--- src/rtl/rcvf_pkg.sv ---
// Shared types and constants for the range cluster vote filter.
// Used by rcvf_match, rcvf_div and the top level range_cluster_vote_filter.
package rcvf_pkg;

    localparam int SAMPLE_W         = 16;
    localparam int AVG_W            = 20;
    localparam int VOTES_W          = 6;
    localparam int CLUST_W          = 2;
    localparam int NUM_CLUST        = 3;
    localparam int SUM_W            = 21;
    localparam int FRAC_W           = 4;
    localparam int DIVIDEND_W       = SUM_W + FRAC_W;
    localparam int DIV_STEPS        = DIVIDEND_W;
    localparam int DIV_CNT_W        = $clog2(DIV_STEPS);
    localparam int COUNT_W          = 6;
    localparam int NUM_READINGS_DEF = 10;

    localparam logic [SAMPLE_W-1:0] ERROR_BOUND_RST = SAMPLE_W'(10);
    localparam logic [CLUST_W-1:0]  LAST_CLUST      = CLUST_W'(NUM_CLUST - 1);

    typedef enum logic [1:0] {
        ST_IDLE,
        ST_MATCH,
        ST_PICK,
        ST_DIV
    } t_state;

    typedef struct packed {
        logic                  start;
        logic [DIVIDEND_W-1:0] dividend;
        logic [VOTES_W-1:0]    divisor;
    } t_div_req;

    typedef struct packed {
        logic                  done;
        logic [DIVIDEND_W-1:0] quotient;
    } t_div_rsp;

endpackage

--- src/rtl/range_cluster_vote_filter.sv ---
// Range cluster vote filter, top level: sequencer, cluster state, output word.
// Depends on rcvf_pkg, rcvf_match and rcvf_div.
//
// A sample word is taken when start is high and busy is low. Zero samples are
// taken and ignored. A nonzero sample is compared against the open clusters
// one per cycle on a single shared compare unit, so it keeps busy high until
// its compare is done. The sample that completes a burst of P_NUM_READINGS
// valid samples also picks the winning cluster and runs the serial divider,
// one quotient bit per cycle, after which the quotient is registered: that
// sample keeps busy high until the result word is out. The result word
// appears on the output ports, marked by o_strobe for exactly one cycle;
// the receiver cannot stall it, so it must take the word in that cycle. Busy
// falls in the same cycle the strobe rises, and the cluster state is already
// cleared for the next burst. The error bound register may be written through
// the configuration channel whenever busy is low; its ready follows that same
// condition.
module range_cluster_vote_filter
    import rcvf_pkg::*;
#(
    parameter int P_NUM_READINGS = NUM_READINGS_DEF
) (
    input  logic                i_clk,
    input  logic                i_rst_n,
    input  logic                start,
    output logic                busy,
    input  logic [SAMPLE_W-1:0] i_sample,
    input  logic                i_cfg_valid,
    output logic                o_cfg_ready,
    input  logic [SAMPLE_W-1:0] i_cfg_data,
    output logic                o_strobe,
    output logic [AVG_W-1:0]    o_average_distance,
    output logic [VOTES_W-1:0]  o_winning_votes,
    output logic [CLUST_W-1:0]  o_winning_cluster
);

    t_state r_state;
    t_state n_state;

    logic [SAMPLE_W-1:0] r_bound;
    logic [SAMPLE_W-1:0] r_sample;
    logic [CLUST_W-1:0]  r_k;
    logic [COUNT_W-1:0]  r_count;
    logic [COUNT_W-1:0]  n_count;
    logic [NUM_CLUST-1:0] r_open;
    logic [SAMPLE_W-1:0] r_rep   [NUM_CLUST];
    logic [SUM_W-1:0]    r_sum   [NUM_CLUST];
    logic [VOTES_W-1:0]  r_votes [NUM_CLUST];
    logic [CLUST_W-1:0]  r_win;
    logic [VOTES_W-1:0]  r_win_votes;
    logic [AVG_W-1:0]    r_avg;
    logic                r_strobe;

    // Sequencer controls.
    logic do_accept;
    logic do_open;
    logic do_join;
    logic do_adv;
    logic do_match_done;
    logic do_pick;
    logic do_finish;
    logic cfg_wr;

    // Shared compare and read port.
    logic                w_hit;
    logic [CLUST_W-1:0]  w_rd_addr;
    logic [SUM_W-1:0]    w_rd_sum;
    logic [VOTES_W-1:0]  w_rd_votes;
    logic [VOTES_W-1:0]  w_v0;
    logic [VOTES_W-1:0]  w_v1;
    logic [VOTES_W-1:0]  w_v2;
    logic [CLUST_W-1:0]  w_win;

    t_div_req w_div_req;
    t_div_rsp w_div_rsp;

    assign busy        = (r_state != ST_IDLE);
    assign o_cfg_ready = (r_state == ST_IDLE);
    assign cfg_wr      = i_cfg_valid && o_cfg_ready;
    assign n_count     = r_count + 1'b1;

    // The one compare unit walks the clusters in order, lowest index first.
    rcvf_match u_match (
        .i_sample (r_sample),
        .i_rep    (r_rep[r_k]),
        .i_bound  (r_bound),
        .o_hit    (w_hit)
    );

    // Clusters that were never opened count as zero votes, so they cannot win.
    assign w_v0 = r_open[0] ? r_votes[0] : '0;
    assign w_v1 = r_open[1] ? r_votes[1] : '0;
    assign w_v2 = r_open[2] ? r_votes[2] : '0;

    // Ties go to the higher cluster number.
    always_comb begin
        if ((w_v2 >= w_v1) && (w_v2 >= w_v0)) begin
            w_win = CLUST_W'(2);
        end else if ((w_v1 >= w_v0) && (w_v1 >= w_v2)) begin
            w_win = CLUST_W'(1);
        end else begin
            w_win = CLUST_W'(0);
        end
    end

    // A single read port on the sum and vote registers: the cluster under test
    // while matching, the winner while picking.
    assign w_rd_addr  = (r_state == ST_PICK) ? w_win : r_k;
    assign w_rd_sum   = r_sum[w_rd_addr];
    assign w_rd_votes = r_votes[w_rd_addr];

    assign w_div_req.start    = do_pick;
    assign w_div_req.dividend = {w_rd_sum, FRAC_W'(0)};
    assign w_div_req.divisor  = w_rd_votes;

    rcvf_div u_div (
        .i_clk   (i_clk),
        .i_rst_n (i_rst_n),
        .i_req   (w_div_req),
        .o_rsp   (w_div_rsp)
    );

    always_ff @(posedge i_clk) begin
        if (!i_rst_n) begin
            r_state <= ST_IDLE;
        end else begin
            r_state <= n_state;
        end
    end

    always_comb begin
        n_state       = r_state;
        do_accept     = 1'b0;
        do_open       = 1'b0;
        do_join       = 1'b0;
        do_adv        = 1'b0;
        do_match_done = 1'b0;
        do_pick       = 1'b0;
        do_finish     = 1'b0;
        unique case (r_state)
            ST_IDLE: begin
                // A zero sample is taken but leaves everything as it was.
                if (start && (i_sample != '0)) begin
                    do_accept = 1'b1;
                    n_state   = ST_MATCH;
                end
            end
            ST_MATCH: begin
                if (!r_open[r_k]) begin
                    do_open       = 1'b1;
                    do_match_done = 1'b1;
                end else if (w_hit) begin
                    do_join       = 1'b1;
                    do_match_done = 1'b1;
                end else if (r_k == LAST_CLUST) begin
                    // All clusters open and none matched: the sample is dropped
                    // but still counts toward the burst.
                    do_match_done = 1'b1;
                end else begin
                    do_adv = 1'b1;
                end
                if (do_match_done) begin
                    if (n_count >= COUNT_W'(P_NUM_READINGS)) begin
                        n_state = ST_PICK;
                    end else begin
                        n_state = ST_IDLE;
                    end
                end
            end
            ST_PICK: begin
                do_pick = 1'b1;
                n_state = ST_DIV;
            end
            ST_DIV: begin
                if (w_div_rsp.done) begin
                    do_finish = 1'b1;
                    n_state   = ST_IDLE;
                end
            end
            default: begin
                n_state = ST_IDLE;
            end
        endcase
    end

    // Control state.
    always_ff @(posedge i_clk) begin
        if (!i_rst_n) begin
            r_bound  <= ERROR_BOUND_RST;
            r_open   <= '0;
            r_count  <= '0;
            r_strobe <= 1'b0;
        end else begin
            r_strobe <= 1'b0;
            if (cfg_wr) begin
                r_bound <= i_cfg_data;
            end
            if (do_finish) begin
                r_open   <= '0;
                r_count  <= '0;
                r_strobe <= 1'b1;
            end else begin
                if (do_open) begin
                    r_open[r_k] <= 1'b1;
                end
                if (do_match_done) begin
                    r_count <= n_count;
                end
            end
        end
    end

    // Payload registers.
    always_ff @(posedge i_clk) begin
        if (do_accept) begin
            r_sample <= i_sample;
            r_k      <= '0;
        end else if (do_adv) begin
            r_k <= r_k + 1'b1;
        end
        if (do_open) begin
            r_rep[r_k]   <= r_sample;
            r_sum[r_k]   <= SUM_W'(r_sample);
            r_votes[r_k] <= VOTES_W'(1);
        end else if (do_join) begin
            r_sum[r_k]   <= w_rd_sum + SUM_W'(r_sample);
            r_votes[r_k] <= w_rd_votes + 1'b1;
        end
        if (do_pick) begin
            r_win       <= w_win;
            r_win_votes <= w_rd_votes;
        end
        if (do_finish) begin
            r_avg <= (r_win_votes == '0) ? '0 : w_div_rsp.quotient[AVG_W-1:0];
        end
    end

    assign o_strobe           = r_strobe;
    assign o_average_distance = r_avg;
    assign o_winning_votes    = r_win_votes;
    assign o_winning_cluster  = r_win;

endmodule

--- src/rtl/rcvf_match.sv ---
// Shared distance compare unit: is a sample within the error bound of a
// representative. Depends on rcvf_pkg.
module rcvf_match
    import rcvf_pkg::*;
(
    input  logic [SAMPLE_W-1:0] i_sample,
    input  logic [SAMPLE_W-1:0] i_rep,
    input  logic [SAMPLE_W-1:0] i_bound,
    output logic                o_hit
);

    logic [SAMPLE_W-1:0] w_diff;

    // Absolute difference; the bound test is inclusive.
    assign w_diff = (i_sample >= i_rep) ? (i_sample - i_rep) : (i_rep - i_sample);
    assign o_hit  = (w_diff <= i_bound);

endmodule

--- src/rtl/rcvf_div.sv ---
// Restoring serial divider, one quotient bit per cycle.
// Depends on rcvf_pkg for widths and the request and response structs.
module rcvf_div
    import rcvf_pkg::*;
(
    input  logic     i_clk,
    input  logic     i_rst_n,
    input  t_div_req i_req,
    output t_div_rsp o_rsp
);

    logic                  r_busy;
    logic                  r_done;
    logic [DIV_CNT_W-1:0]  r_cnt;
    logic [DIVIDEND_W-1:0] r_q;
    logic [VOTES_W-1:0]    r_rem;
    logic [VOTES_W-1:0]    r_div;
    logic [VOTES_W:0]      w_trial;
    logic                  w_fit;

    assign w_trial = {r_rem, r_q[DIVIDEND_W-1]};
    assign w_fit   = (w_trial >= {1'b0, r_div});

    always_ff @(posedge i_clk) begin
        if (!i_rst_n) begin
            r_busy <= 1'b0;
            r_done <= 1'b0;
        end else begin
            r_done <= 1'b0;
            if (i_req.start) begin
                r_busy <= 1'b1;
            end else if (r_busy && (r_cnt == DIV_CNT_W'(DIV_STEPS - 1))) begin
                r_busy <= 1'b0;
                r_done <= 1'b1;
            end
        end
    end

    always_ff @(posedge i_clk) begin
        if (i_req.start) begin
            r_q   <= i_req.dividend;
            r_div <= i_req.divisor;
            r_rem <= '0;
            r_cnt <= '0;
        end else if (r_busy) begin
            r_cnt <= r_cnt + 1'b1;
            if (w_fit) begin
                r_rem <= VOTES_W'(w_trial - {1'b0, r_div});
                r_q   <= {r_q[DIVIDEND_W-2:0], 1'b1};
            end else begin
                r_rem <= w_trial[VOTES_W-1:0];
                r_q   <= {r_q[DIVIDEND_W-2:0], 1'b0};
            end
        end
    end

    assign o_rsp.done     = r_done;
    assign o_rsp.quotient = r_q;

endmodule

--- config.mk ---
export PLATFORM = sky130hd
export DESIGN_NAME = range_cluster_vote_filter
export DESIGN_NICKNAME = d
export VERILOG_FILES = /design/src/rtl/rcvf_pkg.sv /design/src/rtl/range_cluster_vote_filter.sv /design/src/rtl/rcvf_match.sv /design/src/rtl/rcvf_div.sv
export SDC_FILE = /design/constraint.sdc
export NUM_CORES = 1
export LEC_CHECK = 0
export ABC_AREA = 1
export BUFFER_PORTS_ARGS = -buffer_cell sky130_fd_sc_hd__buf_4
export CORE_MARGIN = 5
export CORE_UTILIZATION = 50
export DETAILED_ROUTE_END_ITERATION = 12
export GPL_TIMING_DRIVEN = 0
export PLACE_DENSITY = 0.63
export SLEW_MARGIN = 20
export SYNTH_ARGS = -nofsm -noshare
export SYNTH_HDL_FRONTEND = slang
export SYNTH_SLANG_ARGS = --single-unit
--- constraint.sdc ---
create_clock -name i_clk -period 5.98 [get_ports i_clk]
set_input_delay 0 -clock i_clk [delete_from_list [all_inputs] [get_ports i_clk]]
set_output_delay 0 -clock i_clk [all_outputs]
set_load 0.02 [all_outputs]
# ---- After elaboration in Yosys (flattened, before gate mapping)
# Memories as Yosys holds them, arrays and structs flattened. A register that Yosys moved wholly into a read port is not among the register bits.
# Cells that the tools add are included.
# W data, S select, Z words.
dict set report word_totals {
  regBits 112
  latchBits 0
  mem_bits_rw 129
  mem_bits_ro 0
  output_inout_bits 31
  n_memories 3
}
# name depth width read_ports rd_ports_with_merged_regs wr line_no
set mem_list {}
lappend mem_list {r_sum 3 21 1 0 1 range_cluster_vote_filter.sv:46} ;# logic [SUM_W-1:0] r_sum [NUM_CLUST];
lappend mem_list {r_rep 3 16 1 1 1 range_cluster_vote_filter.sv:45} ;# logic [SAMPLE_W-1:0] r_rep [NUM_CLUST];
lappend mem_list {r_votes 3 6 4 0 1 range_cluster_vote_filter.sv:47} ;# logic [VOTES_W-1:0] r_votes [NUM_CLUST];
dict set report classes {
  add_sub_neg 8
  multipliers 0
  n_div 0
  n_lt_le_gt_ge 10
  eq_ne 8
  shift 0
  n_mux 52
  n_bitwise 4
  reduce_logical 15
}
# operator n
set op_table {}
lappend op_table {{$mux W25} 2}
lappend op_table {{$mux W1} 32}
lappend op_table {{$sub A16 B16 Y16} 2}
lappend op_table {{$mux W6} 5}
lappend op_table {{$ge A6 B6 Y1} 4}
lappend op_table {{$add A21 B16 Y21} 1}
lappend op_table {{$mux W21} 1}
lappend op_table {{$ge A16 B16 Y1} 1}
lappend op_table {{$le A16 B16 Y1} 1}
lappend op_table {{$mux W16} 1}
lappend op_table {{$mux W2} 8}
lappend op_table {{$reduce_bool A16 Y1} 1}
lappend op_table {{$add A6 B1 Y6 const B} 2}
lappend op_table {{$pmux W2 S4} 1}
lappend op_table {{$ge A7 B6 Y1} 1}
lappend op_table {{$eq A2 B2 Y1 const B} 3}
lappend op_table {{$ge A6 B4 Y1 const B} 1}
lappend op_table {{$logic_and A1 B1 Y1} 6}
lappend op_table {{$logic_not A6 Y1} 1}
lappend op_table {{$reduce_bool A2 Y1} 3}
lappend op_table {{$sub A6 B6 Y6} 1}
lappend op_table {{$add A5 B1 Y5 const B} 1}
lappend op_table {{$eq A5 B5 Y1 const B} 1}
lappend op_table {{$ne A2 B1 Y1 const B} 2}
lappend op_table {{other kinds (13)} 15}

# ---- Longest topological paths before layout
# Gate-level depths: netlist of the first run.
dict set report depth {
  ltp_word 10
  ltp_mapped 33
  depth_no_buf 31
}

# ---- Cells and area by module
# Synthesis of the first run repeated with hierarchy kept, for this count alone.
dict set report unflattened {
  hier_cells 1701
  hier_area_um2 14640.3
}
# module n_inst cells_each area_each_um2 seq_area_each_um2
set by_module_without_submodules {}
lappend by_module_without_submodules {range_cluster_vote_filter 1 975 9903.2 6015.8}
lappend by_module_without_submodules {rcvf_match 1 473 2556.2 0.0}
lappend by_module_without_submodules {rcvf_div 1 253 2180.8 1191.1}

# ---- Worst setup path before layout of the first run
# No wires, ideal clock.
dict set report synth_path {
  kind {register to register}
  from {reg with a tool-made name}
  to {mem r_sum[0][0], enable pin}
  arrival_time_ns 4.789
  slack_ns 0.780
  path_stages_with_launch 27
  path_buffers 2
  period_less_slack_ns 5.200
  path_cell_list {dfxtp_1 inv_1 clkbuf_1 o211ai_1 o21ai_0 ha_1 inv_1 fa_1 a21oi_1 o21ai_0 nand2_1 nand3_2 inv_2 buf_6 nand2_1 nand2_1 xor2_1 inv_1 ha_1 a21oi_1 o21a_1 o221ai_1 nand2_1 nand2_1 nand2_1 o21ai_0 nor2_1}
}
# element line_no
set synth_rtl {}
lappend synth_rtl {{to (decl)} range_cluster_vote_filter.sv:46}

==> impl_results.md, run 1 <==
* Die Area at a little over 30000 µm²
* # setup viols final at 0
* Bufs on Longest Clock Path at 3
* Depth of the worst register-to-register path at 26
* # IOs at 67
* CTS tree: built
* Share of cells above drive strength 1 at 11.3%
* Post-Route Utilization at 59.7%
* Initial detailed-routing violation count at 675
* Clock Skew at 16.7 ps
* Number of CTS-inserted buffers at 27
* CTS H-tree lvls at 1
* Mapped Area at 13600 µm²
* Final Hold Viols at 0
* Number of max-cap violations at 0
* Tot GR Track Use at a little over a fifth
* Area Growth Syn to Fin at 17.6%
* Diodes inserted at 0
* Vias in the first global route at 9757
* Routed WL at 33000 µm
* Worst vdd ir at 246 µV
* Largest net degree at the start of global routing at 27
* Final worst path period share at 91.6%
* Worst Setup Path Type: flip-flop to flip-flop
* DRC errors left at 0
* Worst skew pair latency at 530 ps
* HP Class: input port to flip-flop
* Hold depth at 4
* HPWL after detailed placement at 24500 µm
* Non-Filler Instances at 1992
* PD cells at between 500 and 600 nW/µm²
* Main synth FF type: edfxtp_1
* Fin nets at 1766
* Fmax at 183 MHz
* Post-layout minimum cycle time at 5480 ps
* CTS Sinks at 249
* CP startpoint kind: flip-flop
* IO Port Bufs at 65
* Max FO, Critical Path at 20
* Via density at between 5 and 6
* Post-Layout Inst Area at 16000 µm²
* Total grt overflow at 0
* Yosys cell types at 51
* Worst Path Required at between 6000 and 7000 ps
* Placed Area at 14700 µm²
* Antenna-violating nets left at 0
* Initial antenna violation count at 0
* Wire per inst at 16.5 µm
* Drt pass-1 iters at 5
* Via count at 10400
* Rows at 60
* Placed instance count at 1899
* Die Ht at 175 µm
* Root buffer cell: clkbuf_16
* Post-synthesis sequential area ratio at 51.2%
* Worst slew pin tran at ~960 ps
* Clk slew on worst S/H paths at approximately 60 ps
* First-pass GRT wire length at 52800 µm
* Status: complete, no violations
* RSZ-0062 raised after global routing: false
* Synth warn at 0
* #FFs+latches synth at 249
* Die width at 175 µm
* Synthesized area per cell at 9.16 µm²
* Final Wtd Congestion at a little over 0.9
* Starting Density at 50.7%
* Fin. max-slew vios at 0
* Leak pwr at 7.04 nW
* Mapped Cells at 1488
* Relative max-transition margin at 35.9%
* Core ar. at 26900 µm²
* Syn_nets at between 1500 and 2000
* EDFF count, synth at 200
* Worst Setup End Kind: flip-flop
* CP arrival at 5750 ps
* Async SR Flop Fraction at 0%
* Fill count at 2338
-- repair_timing --
item,CTS,global route
gates resized for setup,2,14
pin swaps,0,2
setup endpoints to repair,73,179
hold buffers,40,0
endpoints found under the hold margin,33,0
setup buffers,0,3
-- per-layer routing --
layer	routed length (µm)	up-vias	GRT usage, %
li1	-	5286	-
met1	16200	4825	32.6
met2	14500	266	33.4
met3	1810	37	2.36
met4	498	0	3.93
met5	0	-	0
-- registers in the layout, summed over array words and instances, names as in the netlist, 16 cells and up, named ones only --
| name | cells |
|---|---|
| o_average_distance | 20 |
| r_bound | 16 |
| r_rep | 48 |
| r_sample | 16 |
| r_sum | 63 |
| r_votes | 24 |
| u_div.r_q | 25 |
-- power by group --
part	switching [W]	total [W]	internal, W
Combinational	0.00297	0.00465	0.00168
Sequential	0.000199	0.00254	0.00234
Clock	0.000663	0.00167	0.00100
-- critical path, cell delays in order (launching register included) --
cell and delay [ps]:
dfxtp_2 360, inv_1 190, clkbuf_4 260, o211ai_1 110, o21ai_0 200, ha_1 250, inv_1 80, fa_1 470
a21oi_2 210, o21ai_0 140, nand2_1 110, nand3_2 200, inv_2 150, buf_6 150, nand2_1 60, nand2_1 80
xor2_1 220, inv_1 80, ha_1 300, nand4_1 120, o221ai_1 200, nand2_1 70, nand2_1 60, nand2_1 170
o21ai_1 580, nor2_4 180, buf_12 220
-- cells in the mapped netlist, types with 3 or more instances --
cell / count / area share, %
nand4_1: 4 / 0.18
a21boi_0: 3 / 0.17
edfxtp_1: 200 / 44
xor2_1: 18 / 1.2
nor2_1: 87 / 2.4
o22ai_1: 6 / 0.28
nand3b_1: 9 / 0.50
buf_6: 4 / 0.33
o21ai_1: 13 / 0.48
o211ai_1: 21 / 1.2
fa_1: 4 / 0.59
a21o_1: 7 / 0.39
a211oi_1: 4 / 0.22
clkbuf_1: 23 / 0.63
nor4_1: 6 / 0.28
inv_2: 9 / 0.25
nand3_1: 65 / 2.4
or2_2: 16 / 0.73
o21a_1: 9 / 0.50
dfxtp_1: 49 / 7.2
a21oi_1: 90 / 3.3
a22o_1: 7 / 0.45
buf_4: 5 / 0.28
xnor2_1: 17 / 1.1
buf_2: 5 / 0.18
nor3_1: 13 / 0.48
nand2_1: 303 / 8.3
nand2_2: 4 / 0.18
o21ai_0: 116 / 4.3
a31oi_1: 9 / 0.41
ha_1: 96 / 8.8
o221ai_1: 3 / 0.19
inv_1: 239 / 6.6
-- layout by cell type (no fill, tap or decap), types with 5 or more instances in the layout --
cell / count
nand3_1: 65
xnor2_1: 17
o21ai_1: 16
buf_2: 5
a31oi_1: 9
o211ai_1: 21
or2_2: 16
clkbuf_16: 28
xor2_1: 18
inv_2: 9
nor2_2: 6
o21ai_0: 113
clkinv_2: 6
a22o_1: 7
ha_1: 96
clkbuf_1: 21
nand2_1: 303
buf_4: 73
o22ai_1: 6
buf_6: 5
nor3_1: 12
a21o_1: 7
dlygate4sd3_1: 40
nor2_1: 80
dfxtp_1: 48
a21oi_1: 89
edfxtp_1: 200
nor4_1: 6
inv_1: 239
o21a_1: 9
clkbuf_8: 5
nand3b_1: 9
-- stage by stage --
stage / power, W / hold slack (ps) / worst slack, ps / TNS, ps
finish: 0.00886 / 57.9 / 505 / 0
global route: 0.00967 / 104 / 9.07 / 0
CTS: 0.00886 / 37.4 / 0.333 / 0
detailed placement: 0.00714 / 190 / -222 / -8880
global placement: 0.00702 / 189 / -1350 / -108600
floorplan: 0.00589 / 98.9 / 780 / 0
-- kinds of logic after synthesis --
| family | count (synthesis) | synth area share (%) |
|---|---|---|
| flip-flops | 249 | 51.2 |
| AND/OR/NAND/NOR | 516 | 16.1 |
| XOR/XNOR | 35 | 2.25 |
| multiplexers | 2 | 0.147 |
| AO/OA/AOI/OAI | 298 | 12.5 |
| adder cells (fa/ha/maj) | 100 | 9.40 |
| buffers and inverters | 288 | 8.36 |
-- final cells by class --
type                    count  area (µm²)  area share (%)
flip-flops and latches    249        6990            43.6
multi-input cells         951        5550            34.6
repair buffers            113        1010            6.30
inverters                 250         942            5.88
clock buffers              36         781            4.87
well taps                 341         427            2.66
plain buffers              38         206            1.29
clock inverters            14         129           0.804
-- path summary, 6_finish.rpt --
kind                   from        endpoint  slack [ps]
max               flip-flop     r_sum[0][3]         500
min                   start          r_k[0]          60
min reg2reg  u_div.r_cnt[4]  u_div.r_cnt[4]         470
max reg2reg       flip-flop     r_sum[0][3]         500
No activity file was read; power rests on OpenSTA's default activity.
==> run 2: changes to the inputs <==
Settings changed: SYNTH_HIERARCHICAL set to 1.
==> run 2 against run 1 <==
Maximum frequency is 0.46% lower. Non-clock buffer count grew 6. Worst setup slack worse by 26 ps. Die area rose by 6.9%. Critical path depth fell by 1. Largest cell class unchanged. Largest power group unchanged.
==> impl_results.md, run 2 <==
* HP Class: input port to flip-flop (unchanged)
* Clk slew on worst S/H paths at 60 ps (about the same)
* Die width at 181 µm (was 175 µm)
* Post-Route Utilization at 59.5% (was 59.7%)
* RSZ-0062 raised after global routing: false (unchanged)
* Clock Skew at 14.3 ps (was 16.7 ps)
* Vias in the first global route at 11200 (was 9757)
* Die Area at 32800 µm² (was 30700 µm²)
* DRC errors left at 0 (unchanged)
* Main area contributors after synthesis: edfxtp_1 43%, nand2_1 13%, ha_1 8.1% (was edfxtp_1 44%, ha_1 8.8%, nand2_1 8.3%)
* Synth top area share at 43.1% (was 44.0%)
* Tot GR Track Use at 21.3% (was 21.4%)
* Worst Setup End Kind: flip-flop (unchanged)
* Fin. max-slew vios at 0 (unchanged)
* Final Wtd Congestion at 0.880 (was 0.909)
* GR Util met3 at 2.39% (was 2.36%)
* Largest net degree at the start of global routing at 28 (was 27)
* Register area at 7210 µm² (was 6990 µm²)
* M2 GR Usage at 37.1% (was 33.4%)
* Sw Share at 43.3% (about the same)
* First-pass GRT wire length at 57400 µm (was 52800 µm)
* Number of CTS-inserted buffers at 28 (was 27)
* Multi-input logic area at 6230 µm² (was 5550 µm²)
* Share of cells above drive strength 1 at 12.3% (was 11.3%)
* CTS H-tree lvls at 1 (unchanged)
* # IOs at 67 (unchanged)
* Main synth FF type: edfxtp_1 (unchanged)
* Mapped Cells at 1701 (was 1488)
* Busiest grt layer: met2 (unchanged)
* Postcts setup bufs at 0 (unchanged)
* CTS Sinks at 255 (was 249)
* Drt pass-1 iters at 5 (unchanged)
* Worst Path Required at 6320 ps (was 6250 ps)
* Met1 Use GR at 28.5% (was 32.6%)
* IO Port Bufs at 66 (was 65)
* Largest Register: r_sum (unchanged)
* Fill count at 2548 (was 2338)
* Root buffer cell: clkbuf_16 (unchanged)
* Placed Area at 15800 µm² (was 14700 µm²)
* Max FO, Critical Path at 10 (was 20)
* Core ar. at 28800 µm² (was 26900 µm²)
* Clock Power Share at 19.3% (was 18.8%)
* CP dominant cell by count: nand2_1 (unchanged)
* Most frequent cells in the layout: 489 x nand2_1, 248 x inv_1, 210 x edfxtp_1 (was 303 x nand2_1, 239 x inv_1, 200 x edfxtp_1)
* Antenna-violating nets left at 0 (unchanged)
* Switching power at 0.00381 W (was 0.00383 W)
* Total grt overflow at 0 (unchanged)
* Max incr delay on CP at 600 ps (was 580 ps)
* Pint at 0.00498 W (was 0.00502 W)
* Starting Density at 50.9% (was 50.7%)
* Yosys cell types at 60 (was 51)
* Top-count cell post-synth: nand2_1 (unchanged)
* Hold slack at 37.4 ps (was 57.9 ps)
* Leading area contributor after synthesis: edfxtp_1 (unchanged)
* Leak pwr at 7.80 nW (was 7.04 nW)
* Fmax at 182 MHz (was 183 MHz)
* PD cells at 514 nW/µm² (was 552 nW/µm²)
* Crit-path slowest cell: clkbuf_1 (was o21ai_1)
* Diodes inserted at 0 (unchanged)
* Non-Filler Instances at 2251 (was 1992)
* Mapped Area at 14600 µm² (was 13600 µm²)
* Final worst path period share at 92.0% (was 91.6%)
* Routed WL at 35600 µm (was 33000 µm)
* Post-layout minimum cycle time at 5500 ps (was 5480 ps)
* Placed instance count at 2162 (was 1899)
* Number of max-cap violations at 0 (unchanged)
* Rows at 62 (was 60)
* Area Growth Syn to Fin at 16.9% (was 17.6%)
* Flop pwr share at 27.6% (was 28.7%)
* Via density at 5.10 (was 5.23)
* Post-synthesis sequential area ratio at 49.2% (was 51.2%)
* HPWL after detailed placement at 26700 µm (was 24500 µm)
* Commonest cells in the netlist: 489 x nand2_1, 249 x inv_1, 210 x edfxtp_1, 131 x nor2_1, 98 x a21oi_1 (was 303 x nand2_1, 239 x inv_1, 200 x edfxtp_1, 116 x o21ai_0, 96 x ha_1)
* Initial antenna violation count at 0 (unchanged)
* Worst vdd ir at 328 µV (was 246 µV)
* EDFF count, synth at 210 (was 200)
* Largest register FFs at 63 (unchanged)
* CTS tree: built (unchanged)
* Wire per inst at 15.8 µm (was 16.5 µm)
* Synth warn at 6 (was 0)
* Part of the power in combinational logic at 53.1% (was 52.5%)
* Worst slew pin tran at 1040 ps (was 960 ps)
* Relative max-transition margin at 30.6% (was 35.9%)
* Worst Setup Path Type: flip-flop to flip-flop (unchanged)
* Status: complete, no violations (unchanged)
* Final Hold Viols at 0 (unchanged)
* Die Ht at 181 µm (was 175 µm)
* Worst skew pair latency at 540 ps (was 530 ps)
* Hold_sp: start (unchanged)
* Most common cell after layout, fill and taps aside: nand2_1 (unchanged)
* Synthesized area per cell at 8.61 µm² (was 9.16 µm²)
* Post-Layout Inst Area at 17100 µm² (was 16000 µm²)
* # setup viols final at 0 (unchanged)
* Largest regs: r_sum (63), r_rep (48), u_div/r_q (25) (was r_sum (63), r_rep (48), u_div.r_q (25))
* Design Power at 0.00880 W (was 0.00886 W)
* Initial detailed-routing violation count at 733 (was 675)
* CP arrival at 5840 ps (was 5750 ps)
* Bufs on Longest Clock Path at 3 (unchanged)
* CP startpoint kind: flip-flop (unchanged)
* Via count at 11500 (was 10400)
* Fin nets at 1981 (was 1766)
* #FFs+latches synth at 255 (was 249)
* Async SR Flop Fraction at 0% (unchanged)
run 2: cell count changes in the layout (fill, tap and decap cells not counted), moves of 14 or more:
cell,delta
o21ai_0,-56
nand2_1,+186
nand2_2,+16
nand3_1,+22
nor2_1,+44
nand4_1,+14
o211ai_1,-19
run 2: power by group through the flow:
stage / clock network, W / registers, W / logic [W]
floorplan: 0 / 0.00242 / 0.00349
global placement: 0 / 0.00247 / 0.00445
detailed placement: 0 / 0.00246 / 0.00462
CTS: 0.00173 / 0.00243 / 0.00466
global route: 0.00181 / 0.00245 / 0.00530
finish: 0.00170 / 0.00243 / 0.00467
run 2: cell type report:
type	instances	area share, %
Clock inverter	18	1.02
Timing Repair Buffer	113	5.92
Clock buffer	33	4.33
Sequential cell	255	42.1
Inverter	260	5.70
Buffer	44	1.70
Tap cell	384	2.81
Multi-Input combinational cell	1144	36.4
run 2: kinds of logic (layout without fill, tap and decap cells):
family,Yosys count,after routing,synth area share (%)
other,1,4,0.0256
flip-flops,255,255,49.2
adder cells (fa/ha/maj),99,99,8.67
buffers and inverters,305,468,8.66
AO/OA/AOI/OAI,209,209,7.90
AND/OR/NAND/NOR,806,806,24.0
XOR/XNOR,26,26,1.56
run 2: timing repair:
action,CTS,global route
hold buffers,39,0
endpoints found under the setup margin,32,46
gates resized for setup,2,5
endpoints found under the hold margin,37,0
run 2: layer usage:
layer	part of all wire (%)	wire (µm)
met5	0	0
met3	3.4	1220
met4	2.5	906
met2	48	17300
met1	46	16200
run 2: per-stage QoR:
step | setup slack, ps | setup TNS, ps
finish | 479 | 0
global route | 19.6 | 0
CTS | 69.8 | 0
detailed placement | -70.4 | -1490
global placement | -987 | -79380
floorplan | 1160 | 0
run 2: worst paths after layout:
check        slack (ps)              to  cells after the start
max                 480   r_votes[3][2]                     25
min                  40      r_state[0]                      4
max reg2reg         480   r_votes[3][2]                     25
min reg2reg         470  u_div/r_rem[2]                      2
run 2: critical path, delay by kind of cell (launching register included):
family,cells,cell delay (ps)
buffers and inverters,6,1660
and+or+nand+nor,10,1440
AOI/OAI and AO/OA,7,1290
adders and majority gates,2,600
DFF,1,300
